`src/rtl/bitmap_heap_allocator_macros.svh`:
```
// Assertion macros for the heap allocator.
`ifndef BITMAP_HEAP_ALLOCATOR_MACROS_SVH
`define BITMAP_HEAP_ALLOCATOR_MACROS_SVH

// Checks an implication at every clock edge outside reset.
`define BHA_ASSERT(label, prop, msg) \
    label: assert property (@(posedge clk) disable iff (!rst_n) prop) else $error(msg);

// Checks an implication at every clock edge, reset included.
`define BHA_ASSERT_ALWAYS(label, prop, msg) \
    label: assert property (@(posedge clk) prop) else $error(msg);

`endif

```
`src/rtl/bha_pkg.sv`:
```
`timescale 1ns / 1ps

package bha_pkg;

    localparam int DEFAULT_HEAP_GRANULES = 1024;
    localparam int GRANULE_BYTES = 4;
    localparam int HEADER_BYTES = 4;
    localparam int USED_W = 13;
    localparam int REQ_W = 16;
    localparam int ADDR_W = 32;
    localparam int CHUNK_BITS = 8;

    localparam logic [1:0] ST_OK = 2'd0;
    localparam logic [1:0] ST_NO_SPACE = 2'd1;
    localparam logic [1:0] ST_BAD_ADDR = 2'd2;

    localparam logic ACT_ALLOC = 1'b0;
    localparam logic ACT_FREE = 1'b1;

    typedef enum logic [3:0] {
        S_CLEAR,
        S_IDLE,
        S_A_RD,
        S_A_SCAN,
        S_F_RD,
        S_F_CHK,
        S_M_RD,
        S_M_WR,
        S_RESP
    } state_t;

endpackage

```
`src/rtl/bha_run_scan.sv`:
```
`timescale 1ns / 1ps

module bha_run_scan #(
    parameter int LEN_W = 11
) (
    input  logic [bha_pkg::CHUNK_BITS-1:0] busy,
    input  logic [LEN_W-1:0]               run_in,
    input  logic [LEN_W-1:0]               need,
    output logic                           found,
    output logic [2:0]                     pos,
    output logic [LEN_W-1:0]               run_out
);
    import bha_pkg::*;

    always_comb
    begin
        logic [LEN_W-1:0] run;
        run = run_in;
        found = 1'b0;
        pos = 3'd0;
        for (int i = 0; i < CHUNK_BITS; i++)
        begin
            if (!found)
            begin
                if (busy[i])
                begin
                    run = '0;
                end
                else
                begin
                    run = run + LEN_W'(1);
                    if (run == need)
                    begin
                        found = 1'b1;
                        pos = 3'(i);
                    end
                end
            end
        end
        run_out = run;
    end

endmodule

```
`config.mk`:
```
export PLATFORM = sky130hd
export DESIGN_NAME = bha_run_scan
export DESIGN_NICKNAME = d
export VERILOG_FILES = /design/src/rtl/bitmap_heap_allocator_macros.svh /design/src/rtl/bha_pkg.sv /design/src/rtl/bha_run_scan.sv
export SDC_FILE = /design/constraint.sdc
export NUM_CORES = 1
export LEC_CHECK = 0
export BUFFER_PORTS_ARGS = -buffer_cell sky130_fd_sc_hd__buf_2
export CAP_MARGIN = 40
export CORE_ASPECT_RATIO = 1.1
export CORE_MARGIN = 1
export CORE_UTILIZATION = 57
export DETAILED_ROUTE_END_ITERATION = 7
export PLACE_DENSITY = 0.87
export SYNTH_ARGS = -nofsm -noshare
export SYNTH_HDL_FRONTEND = slang
export SYNTH_SLANG_ARGS = --single-unit
```
`constraint.sdc`:
```
create_clock -name vclk -period 18.3
set_input_delay 3.66 -clock vclk [all_inputs]
set_output_delay 3.66 -clock vclk [all_outputs]
set_load 0.01 [all_outputs]
```
# Yosys cells after proc, flatten, opt, wreduce, memory -nomap -nowiden
# Cells that the tools add are included.
# word_totals
output_inout_bits,15
register_bits,0
in_bits,30
# op_classes
add_sub_neg,8
mux,59
n_eq_ne,8
# op_table
op,n
$mux W11,15
$add A11 B1 Y11 const B,8
$eq A11 B11 Y1,8
$mux W3,18
$mux W1,26

# Depth between registers and ports, before layout
# Gate-level depths: netlist of the first run.
# depth
ltp_word,25
ltp_mapped,59

# Worst setup path after synthesis of the first run
# Ideal clock, no wire load.
# synth_path
path_kind,input to output
from,in run_in[0]
to,out run_out[10]
t_arrival_ns,14.515
n_path_buf,13
path_stages,53
path_slack_ns,0.125
cell_sequence,ha_1 > nand4_2 > o311a_1 > nor4_1 > o2111ai_1 > nor3_2 > buf_2 > buf_6 > buf_2 > nand2_1 > o21ai_0 > ha_1 > clkbuf_1 > inv_1 > or4_1 > a311oi_1 > o221ai_1 > xor2_1 > (+17 left out) > o211ai_1 > buf_2 > o21a_1 > buf_2 > a21oi_1 > ha_1 > nand2_1 > a21oi_1 > nand2_1 > or3_1 > nor3_2 > xnor2_1 > or4_1 > clkbuf_1 > and2_1 > buf_2 > buf_2 > o22ai_1
# synth_via
elab_chain_cells,23
elab_cells_between_ends,50
cone_classes,add/sub (8); eq/ne (7); mux (35)
# synth_rtl
element,line_no,rtl
"start, declared",bha_run_scan.sv:7,"input logic [LEN_W-1:0] run_in,"
$add A11 B1 Y11 (*),bha_run_scan.sv:31,run = run + LEN_W'(1);
$mux W11 / $eq A11 B11 Y1 (equally long branches),"bha_run_scan.sv:25, bha_run_scan.sv:32",
$add A11 B1 Y11 / $mux W1 (equally long branches),"bha_run_scan.sv:31, bha_run_scan.sv:32",
"$mux W11, or another cell as far along",bha_run_scan.sv:25,if (busy[i])
$mux W11 / $mux W1 (equally long branches),"bha_run_scan.sv:23, bha_run_scan.sv:32",
$add A11 B1 Y11 / $mux W1 (equally long branches),"bha_run_scan.sv:31, bha_run_scan.sv:25",
"$mux W11, or another cell as far along",bha_run_scan.sv:25,
$mux W11 / $mux W1 (equally long branches),"bha_run_scan.sv:23, bha_run_scan.sv:32",
(+7 left out),n/a,
"$mux W11, or another cell as far along",bha_run_scan.sv:25,
$mux W11 / $mux W1 (equally long branches),"bha_run_scan.sv:23, bha_run_scan.sv:32",
$add A11 B1 Y11 / $mux W1 (equally long branches),"bha_run_scan.sv:31, bha_run_scan.sv:25",
"$mux W11, or another cell as far along",bha_run_scan.sv:25,
$mux W11 / $mux W1 (equally long branches),"bha_run_scan.sv:23, bha_run_scan.sv:32",
$add A11 B1 Y11 / $mux W1 (equally long branches),"bha_run_scan.sv:31, bha_run_scan.sv:25",
$mux W11 / $mux W1 (equally long branches),"bha_run_scan.sv:25, bha_run_scan.sv:23",
$mux W11 (*),bha_run_scan.sv:23,if (!found)
"end, declared",bha_run_scan.sv:11,output logic [LEN_W-1:0] run_out
# Mark *: on every way between the ends. The rest lies on a longest branch, timed or not.

# Final worst setup path of the first run
# layout_path
from,in run_in[1]
to,out pos[1]
# layout_via
elab_chain_cells,25
elab_cells_between_ends,67
cone_classes,add/sub (8); eq/ne (8); mux (51)
# layout_rtl
element,line_no,rtl
$add A11 B1 Y11 (*),bha_run_scan.sv:31,
$mux W11 / $eq A11 B11 Y1 (equally long branches),"bha_run_scan.sv:25, bha_run_scan.sv:32",
$add A11 B1 Y11 / $mux W1 (equally long branches),"bha_run_scan.sv:31, bha_run_scan.sv:32",
"$mux W11, or another cell as far along",bha_run_scan.sv:25,
$mux W11 / $mux W1 (equally long branches),"bha_run_scan.sv:23, bha_run_scan.sv:32",
$add A11 B1 Y11 / $mux W1 (equally long branches),"bha_run_scan.sv:31, bha_run_scan.sv:25",
"$mux W11, or another cell as far along",bha_run_scan.sv:25,
"$mux W11, or another cell as far along",bha_run_scan.sv:23,
(+9 left out),n/a,
"$add A11 B1 Y11, or another cell as far along",bha_run_scan.sv:31,
"$mux W11, or another cell as far along",bha_run_scan.sv:25,
$mux W11 / $mux W3 (equally long branches),"bha_run_scan.sv:23, bha_run_scan.sv:32",
$add A11 B1 Y11 / $mux W3 (equally long branches),"bha_run_scan.sv:31, bha_run_scan.sv:25",
$eq A11 B11 Y1 / $mux W3 (equally long branches),"bha_run_scan.sv:32, bha_run_scan.sv:23",
$mux W3,bha_run_scan.sv:32,if (run == need)
$mux W3,bha_run_scan.sv:25,
$mux W3 (*),bha_run_scan.sv:23,
"end, declared",bha_run_scan.sv:10,"output logic [2:0] pos,"
# Marked as above.

==> impl_metrics.tcl, run 1 <==
set metrics [dict create \
    synth_top_family_by_area "compound AO/OA/AOI/OAI gates" \
    nFlopsAndLatches 0 \
    crit_slowest_cell "or4_1" \
    setup_viol 0 \
    antenna_found_initial 0 \
    drive_gt1_share_pct 17.44 \
    min_from "busy[7]" \
    tightest_slew_ps 834.1 \
    layout.cells.most_common "nor2_1" \
    path_max_fanout 14 \
    gp_congestion 1.042 \
    min_path_cells 3 \
    io_pins 45 \
    placementRows 44 \
    hp-class "in -> out" \
    slowest_delay_ps 540 \
    grt_max_degree 32 \
    leakagePower_nw 2.832 \
    syn_area_um2 7717 \
    finalPower_mw 0.1423 \
    synth-xor-area-share_pct 11.53 \
    synth-compound-area-share_pct 38.86 \
    outcome "finished, final reports clean" \
    overflow 0 \
    nClkBuffers 0 \
    synthSimpleGateAreaFrac_pct 35.94 \
    dieWidth_um 112.9 \
    antenna_cells 0 \
    dp_hpwl_mm 23.25 \
    synth.mux.area_fraction_pct 5.512 \
    slew_headroom_pct 43.67 \
    most-common-layout-cells "nor2_1 (94), nand2_1 (81), xnor2_1 (72), buf_4 (64), nor3_1 (55)" \
    finalSetupTns_ps 0 \
    initialDrtViolationCount 1451 \
    power_density_nw_per_um2 17.10 \
    routed_wl_mm 31.00 \
    required_ps 14640 \
    port-buffer-count 45 \
    cp.arrival_ps 13990 \
    slew_violations 0 \
    worst_setup_path_end_kind "output port" \
    core_um2 13210 \
    drv_cap 0 \
    grt.total_usage_pct 42.32 \
    ant_nets 0 \
    synth_seq_area_share_pct 0 \
    register_area_um2 0 \
    wl_per_cell_um 23.10 \
    avgSynthCellArea_um2 6.659 \
    cp_common_cell "ha_1" \
    die-area_um2 14010 \
    syn_inst 1159 \
    synthAdderAreaFrac_pct 1.297 \
    ctsHoldBuffers 0 \
    fin_crit_ps 17650 \
    nets 1221 \
    max_freq_ghz 0.05666 \
    fillers 1245 \
    start_util_pct 58.41 \
    via_per_inst 7.786 \
    hold_violations 0 \
    route.vias.total 10450 \
    holdPathEnd "run_out[5]" \
    cp-start-kind "input pin" \
    synth_warnings 0 \
    min_period_over_period_pct 96.44 \
    critical_path_class "in -> out" \
    grt_first_pass_wirelength_mm 47.51 \
    syn-num-nets 1197 \
    die_h_um 124.0 \
    area_growth_pct 7.863 \
    yosysUniqueCellTypes 111 \
    grt_pass1_vias 8973 \
    drcViolationCount 0 \
    first_pass_iters 7 \
    ir_worst_vdd_v 0.00001887 \
]
## per-layer routing
| layer | part of all wire, % | vias up | global-route usage [%] |
|---|---|---|---|
| li1 | - | 4648 | - |
| met1 | 38 | 4800 | 53.88 |
| met2 | 44 | 828 | 68.98 |
| met3 | 12 | 173 | 6.034 |
| met4 | 6.0 | 0 | 23.77 |
| met5 | 0 | - | 0 |
## cell usage after synthesis (7+ instances only)
cell type	n	area, µm²
a21o_1	10	75.07
a21oi_1	55	275.3
nor2_1	95	356.6
or4_1	14	105.1
o21a_1	13	97.59
nand4_1	34	212.7
o21ai_1	10	50.05
nor3b_1	8	60.06
and3_1	13	81.33
and2_1	21	131.4
o22ai_1	16	100.1
nor2b_1	10	62.56
a41oi_1	8	70.07
or2_2	19	118.9
clkbuf_1	48	180.2
inv_1	22	82.58
nand3_1	53	265.3
xor2_1	13	113.9
nand2b_1	11	68.82
o211a_1	11	110.1
o21ai_0	50	250.2
mux2_2	13	146.4
a31oi_1	21	131.4
xnor2_1	73	639.4
o211ai_1	26	195.2
nor4_1	22	137.6
o2111ai_1	16	140.1
a211oi_1	18	135.1
nand2_1	81	304.0
nor3_1	55	275.3
buf_2	29	145.1
a311oi_1	14	122.6
ha_1	8	100.1
and4_1	13	113.9
mux2i_1	23	230.2
o31ai_1	14	105.1
a2111oi_0	9	78.83
o221ai_1	7	61.31
or3_1	16	100.1
## metrics by stage
step | area (µm²) | hold WS, ps | setup slack (ps) | utilization (%) | cells
after global placement | 8128 | 7756 | 535.5 | 61.52 | 1329
after global routing | 8324 | 7808 | -23.80 | 63.00 | 1342
final | 8324 | 7757 | 652.1 | 63.00 | 1342
after detailed placement | 8164 | 7754 | 251.0 | 61.79 | 1334
after floorplan | 7717 | 7488 | 125.0 | - | 1159
after CTS | 8164 | 7756 | 216.5 | 61.79 | 1334
## power by group
| part | leakage [nW] | total, mW | internal (mW) | switching, mW |
|---|---|---|---|---|
| Combinational | 2.83 | 0.142 | 0.0504 | 0.0919 |
| Clock | 0 | 0 | 0 | 0 |
| Sequential | 0 | 0 | 0 | 0 |
| Total | 2.83 | 0.142 | 0.0504 | 0.0919 |
## layout make-up
| class | count | area [µm²] | share of cell area, % |
|---|---|---|---|
| Inverter | 26 | 97.59 | 1.172 |
| Multi-Input combinational cell | 1042 | 7293 | 87.61 |
| Tap cell | 161 | 201.4 | 2.420 |
| Timing Repair Buffer | 113 | 732.0 | 8.793 |
## cell families after synthesis
| kind of cell | after synthesis |
|---|---|
| AOI/OAI and AO/OA | 400 |
| xor gates and xnor gates | 92 |
| adders and majority gates | 8 |
| buffers and inverters | 117 |
| muxes | 39 |
| and+or+nand+nor | 503 |
## worst max path at each step
stage,from,end
global placement,run_in[1],run_out[5]
CTS,run_in[1],run_out[10]
floorplan,run_in[0],run_out[10]
detailed placement,run_in[1],run_out[10]
global route,run_in[3],pos[1]
finish,run_in[1],pos[1]
## repair_timing
item | in CTS | in global routing
buffers inserted | 0 | 7
setup endpoints to repair | 0 | 15
gates resized for setup | 0 | 25
## critical path: cells and delay by family
family | cells | cell delay [ps]
AO/OA/AOI/OAI | 10 | 2930
XOR/XNOR | 3 | 680
adder cells (fa/ha/maj) | 4 | 1280
buffers and inverters | 5 | 850
AND/OR/NAND/NOR | 16 | 4580
Power figures use the tool's default switching activity.
==> inputs of run 2 (changes only) <==
--- a/config.mk
+++ b/config.mk
@@ -5,13 +5,14 @@
 export SDC_FILE = /design/constraint.sdc
 export NUM_CORES = 1
 export LEC_CHECK = 0
+export ABC_AREA = 1
 export BUFFER_PORTS_ARGS = -buffer_cell sky130_fd_sc_hd__buf_2
 export CAP_MARGIN = 40
 export CORE_ASPECT_RATIO = 1.1
 export CORE_MARGIN = 1
 export CORE_UTILIZATION = 57
 export DETAILED_ROUTE_END_ITERATION = 7
-export PLACE_DENSITY = 0.87
+export PLACE_DENSITY = 0.88
 export SYNTH_ARGS = -nofsm -noshare
 export SYNTH_HDL_FRONTEND = slang
 export SYNTH_SLANG_ARGS = --single-unit
==> impl_metrics.tcl, run 2 <==
set metrics [dict create \
    drcViolationCount 0 \
    critical_path_buf_inv_count 6 \
    antenna_cells 0 \
    area_growth_pct 4.137 \
    crit_slowest_cell "o21ai_2" \
    register_area_um2 0 \
    drt-met1-wl_mm 8.153 \
    ctsHoldBuffers 0 \
    avgSynthCellArea_um2 4.787 \
    hold_ws_ps 7767 \
    instances_no_fill 1503 \
    synth_common_cells "nand2_1 (524), nand3_1 (257), nor2_1 (132)" \
    route.vias.total 9032 \
    core_um2 10910 \
    finalSetupTns_ps 0 \
    worst_setup_path_end_kind "output port" \
    routed_wl_mm 22.16 \
    wl_met2_mm 9.798 \
    grt.total_usage_pct 38.06 \
    max_freq_ghz 0.06255 \
    synth_warnings 0 \
    synth.area.top_cells "nand2_1 (31%), nand3_1 (20%), nor2_1 (7.8%), inv_1 (6.9%), nand2_2 (3.8%)" \
    setup_viol 0 \
    via_per_inst 6.009 \
    tightest_slew_ps 596.3 \
    ant_nets 0 \
    fin_crit_ps 15990 \
    layout.cells.most_common "nand2_1" \
    die-area_um2 11620 \
    cp_common_cell "nand2_1" \
    grt_max_degree 20 \
    hp-class "in -> out" \
    placementRows 40 \
    slew_violations 0 \
    postCtsSetupRepairBufs 0 \
    synth_seq_area_share_pct 0 \
    power_density_nw_per_um2 15.04 \
    initialDrtViolationCount 984 \
    overflow 0 \
    nFlopsAndLatches 0 \
    syn-num-nets 1371 \
    slew_headroom_pct 60.20 \
    dieWidth_um 102.9 \
    grt_first_pass_wirelength_mm 35.73 \
    first_pass_iters 6 \
    drv_cap 0 \
    min_period_over_period_pct 87.36 \
    rsz0062_at_grt "no" \
    wl_per_cell_um 14.74 \
    path_delay_family "simple AND/OR/NAND/NOR gates" \
    io_pins 45 \
    finalPower_mw 0.09995 \
    route.met3.wl_mm 2.591 \
    gp_congestion 1.064 \
    nets 1396 \
    required_ps 14640 \
    outcome "finished, final reports clean" \
    cp.arrival_ps 12330 \
    syn_area_um2 6381 \
    dr.max_layer_used "met4" \
    slowest_delay_ps 460 \
    yosysUniqueCellTypes 45 \
    critical_path_class "in -> out" \
    nClkBuffers 0 \
    drive_gt1_share_pct 14.31 \
    port-buffer-count 45 \
    cts-resized-gates 0 \
    syn_inst 1333 \
    post-route-util_pct 60.91 \
    synth.most_common_cell "nand2_1" \
    leakagePower_nw 3.518 \
    path_max_fanout 19 \
    yosys.area.top_type "nand2_1" \
    place_inst 1503 \
    hold_violations 0 \
    most-common-layout-cells "nand2_1 (524), nand3_1 (257), nor2_1 (132), inv_1 (117), buf_2 (45)" \
    synth_top_cell_area_share_pct 30.82 \
    antenna_found_initial 0 \
    cp-start-kind "input pin" \
    start_util_pct 58.49 \
    die_h_um 113.0 \
    grt_pass1_vias 7703 \
    ir_worst_vdd_v 0.00001408 \
    dp_hpwl_mm 17.29 \
]
==> run 2: changes by cell type in the layout (fill, tap and decap cells not counted), moves of 39 or more <==
| cell | delta |
|---|---|
| buf_4 | -63 |
| nand3_1 | +204 |
| inv_1 | +95 |
| nand2_2 | +39 |
| nor3_1 | -54 |
| nand2_1 | +443 |
| xnor2_1 | -69 |
==> run 2: where the power goes <==
part / total, mW / leakage, nW / internal [mW] / switching (mW)
sequential: 0 / 0 / 0 / 0
clock: 0 / 0 / 0 / 0
combinational: 0.0999 / 3.52 / 0.0284 / 0.0715
total: 0.0999 / 3.52 / 0.0284 / 0.0715
==> run 2: final timing paths <==
kind  startpoint  slack [ps]  cells after the start          to
min      busy[7]        7770                      5  run_out[3]
max      need[2]        2310                     53  run_out[1]
==> run 2: worst min-delay path, stage by stage <==
cell	delay, ps
buf_2	90
nor2_1	110
nand2_1	80
nand2_1	40
buf_2	130
==> run 2: area by class of cell <==
type	count	area, µm²
tap	147	183.9
inverter	143	538.0
timing repair buffer	46	232.7
fill	1131	4265
multi-input combinational	1167	5690
==> run 2: cells by family (layout without fill, tap and decap cells) <==
| kind of cell | Yosys count | count (layout) | synth area share, % |
|---|---|---|---|
| simple gates | 1080 | 1080 | 79.41 |
| buf+inv | 166 | 189 | 10.82 |
| compound gates | 66 | 66 | 6.412 |
| xor+xnor | 13 | 13 | 1.784 |
| fa+ha+maj | 8 | 8 | 1.569 |
==> run 2: metal layers <==
metal	vias up	global-route usage [%]
met5	-	0
met4	0	25.35
met3	147	5.621
met2	588	60.53
met1	3937	46.98
li1	4360	-
==> run 2: metrics by stage <==
step	setup slack, ps	instance area, µm²
4_1_cts	2694	6645
5_1_grt	1606	6645
3_3_place_gp	2787	6638
3_5_place_dp	2721	6645
6_report	2313	6645
2_1_floorplan	4939	6381
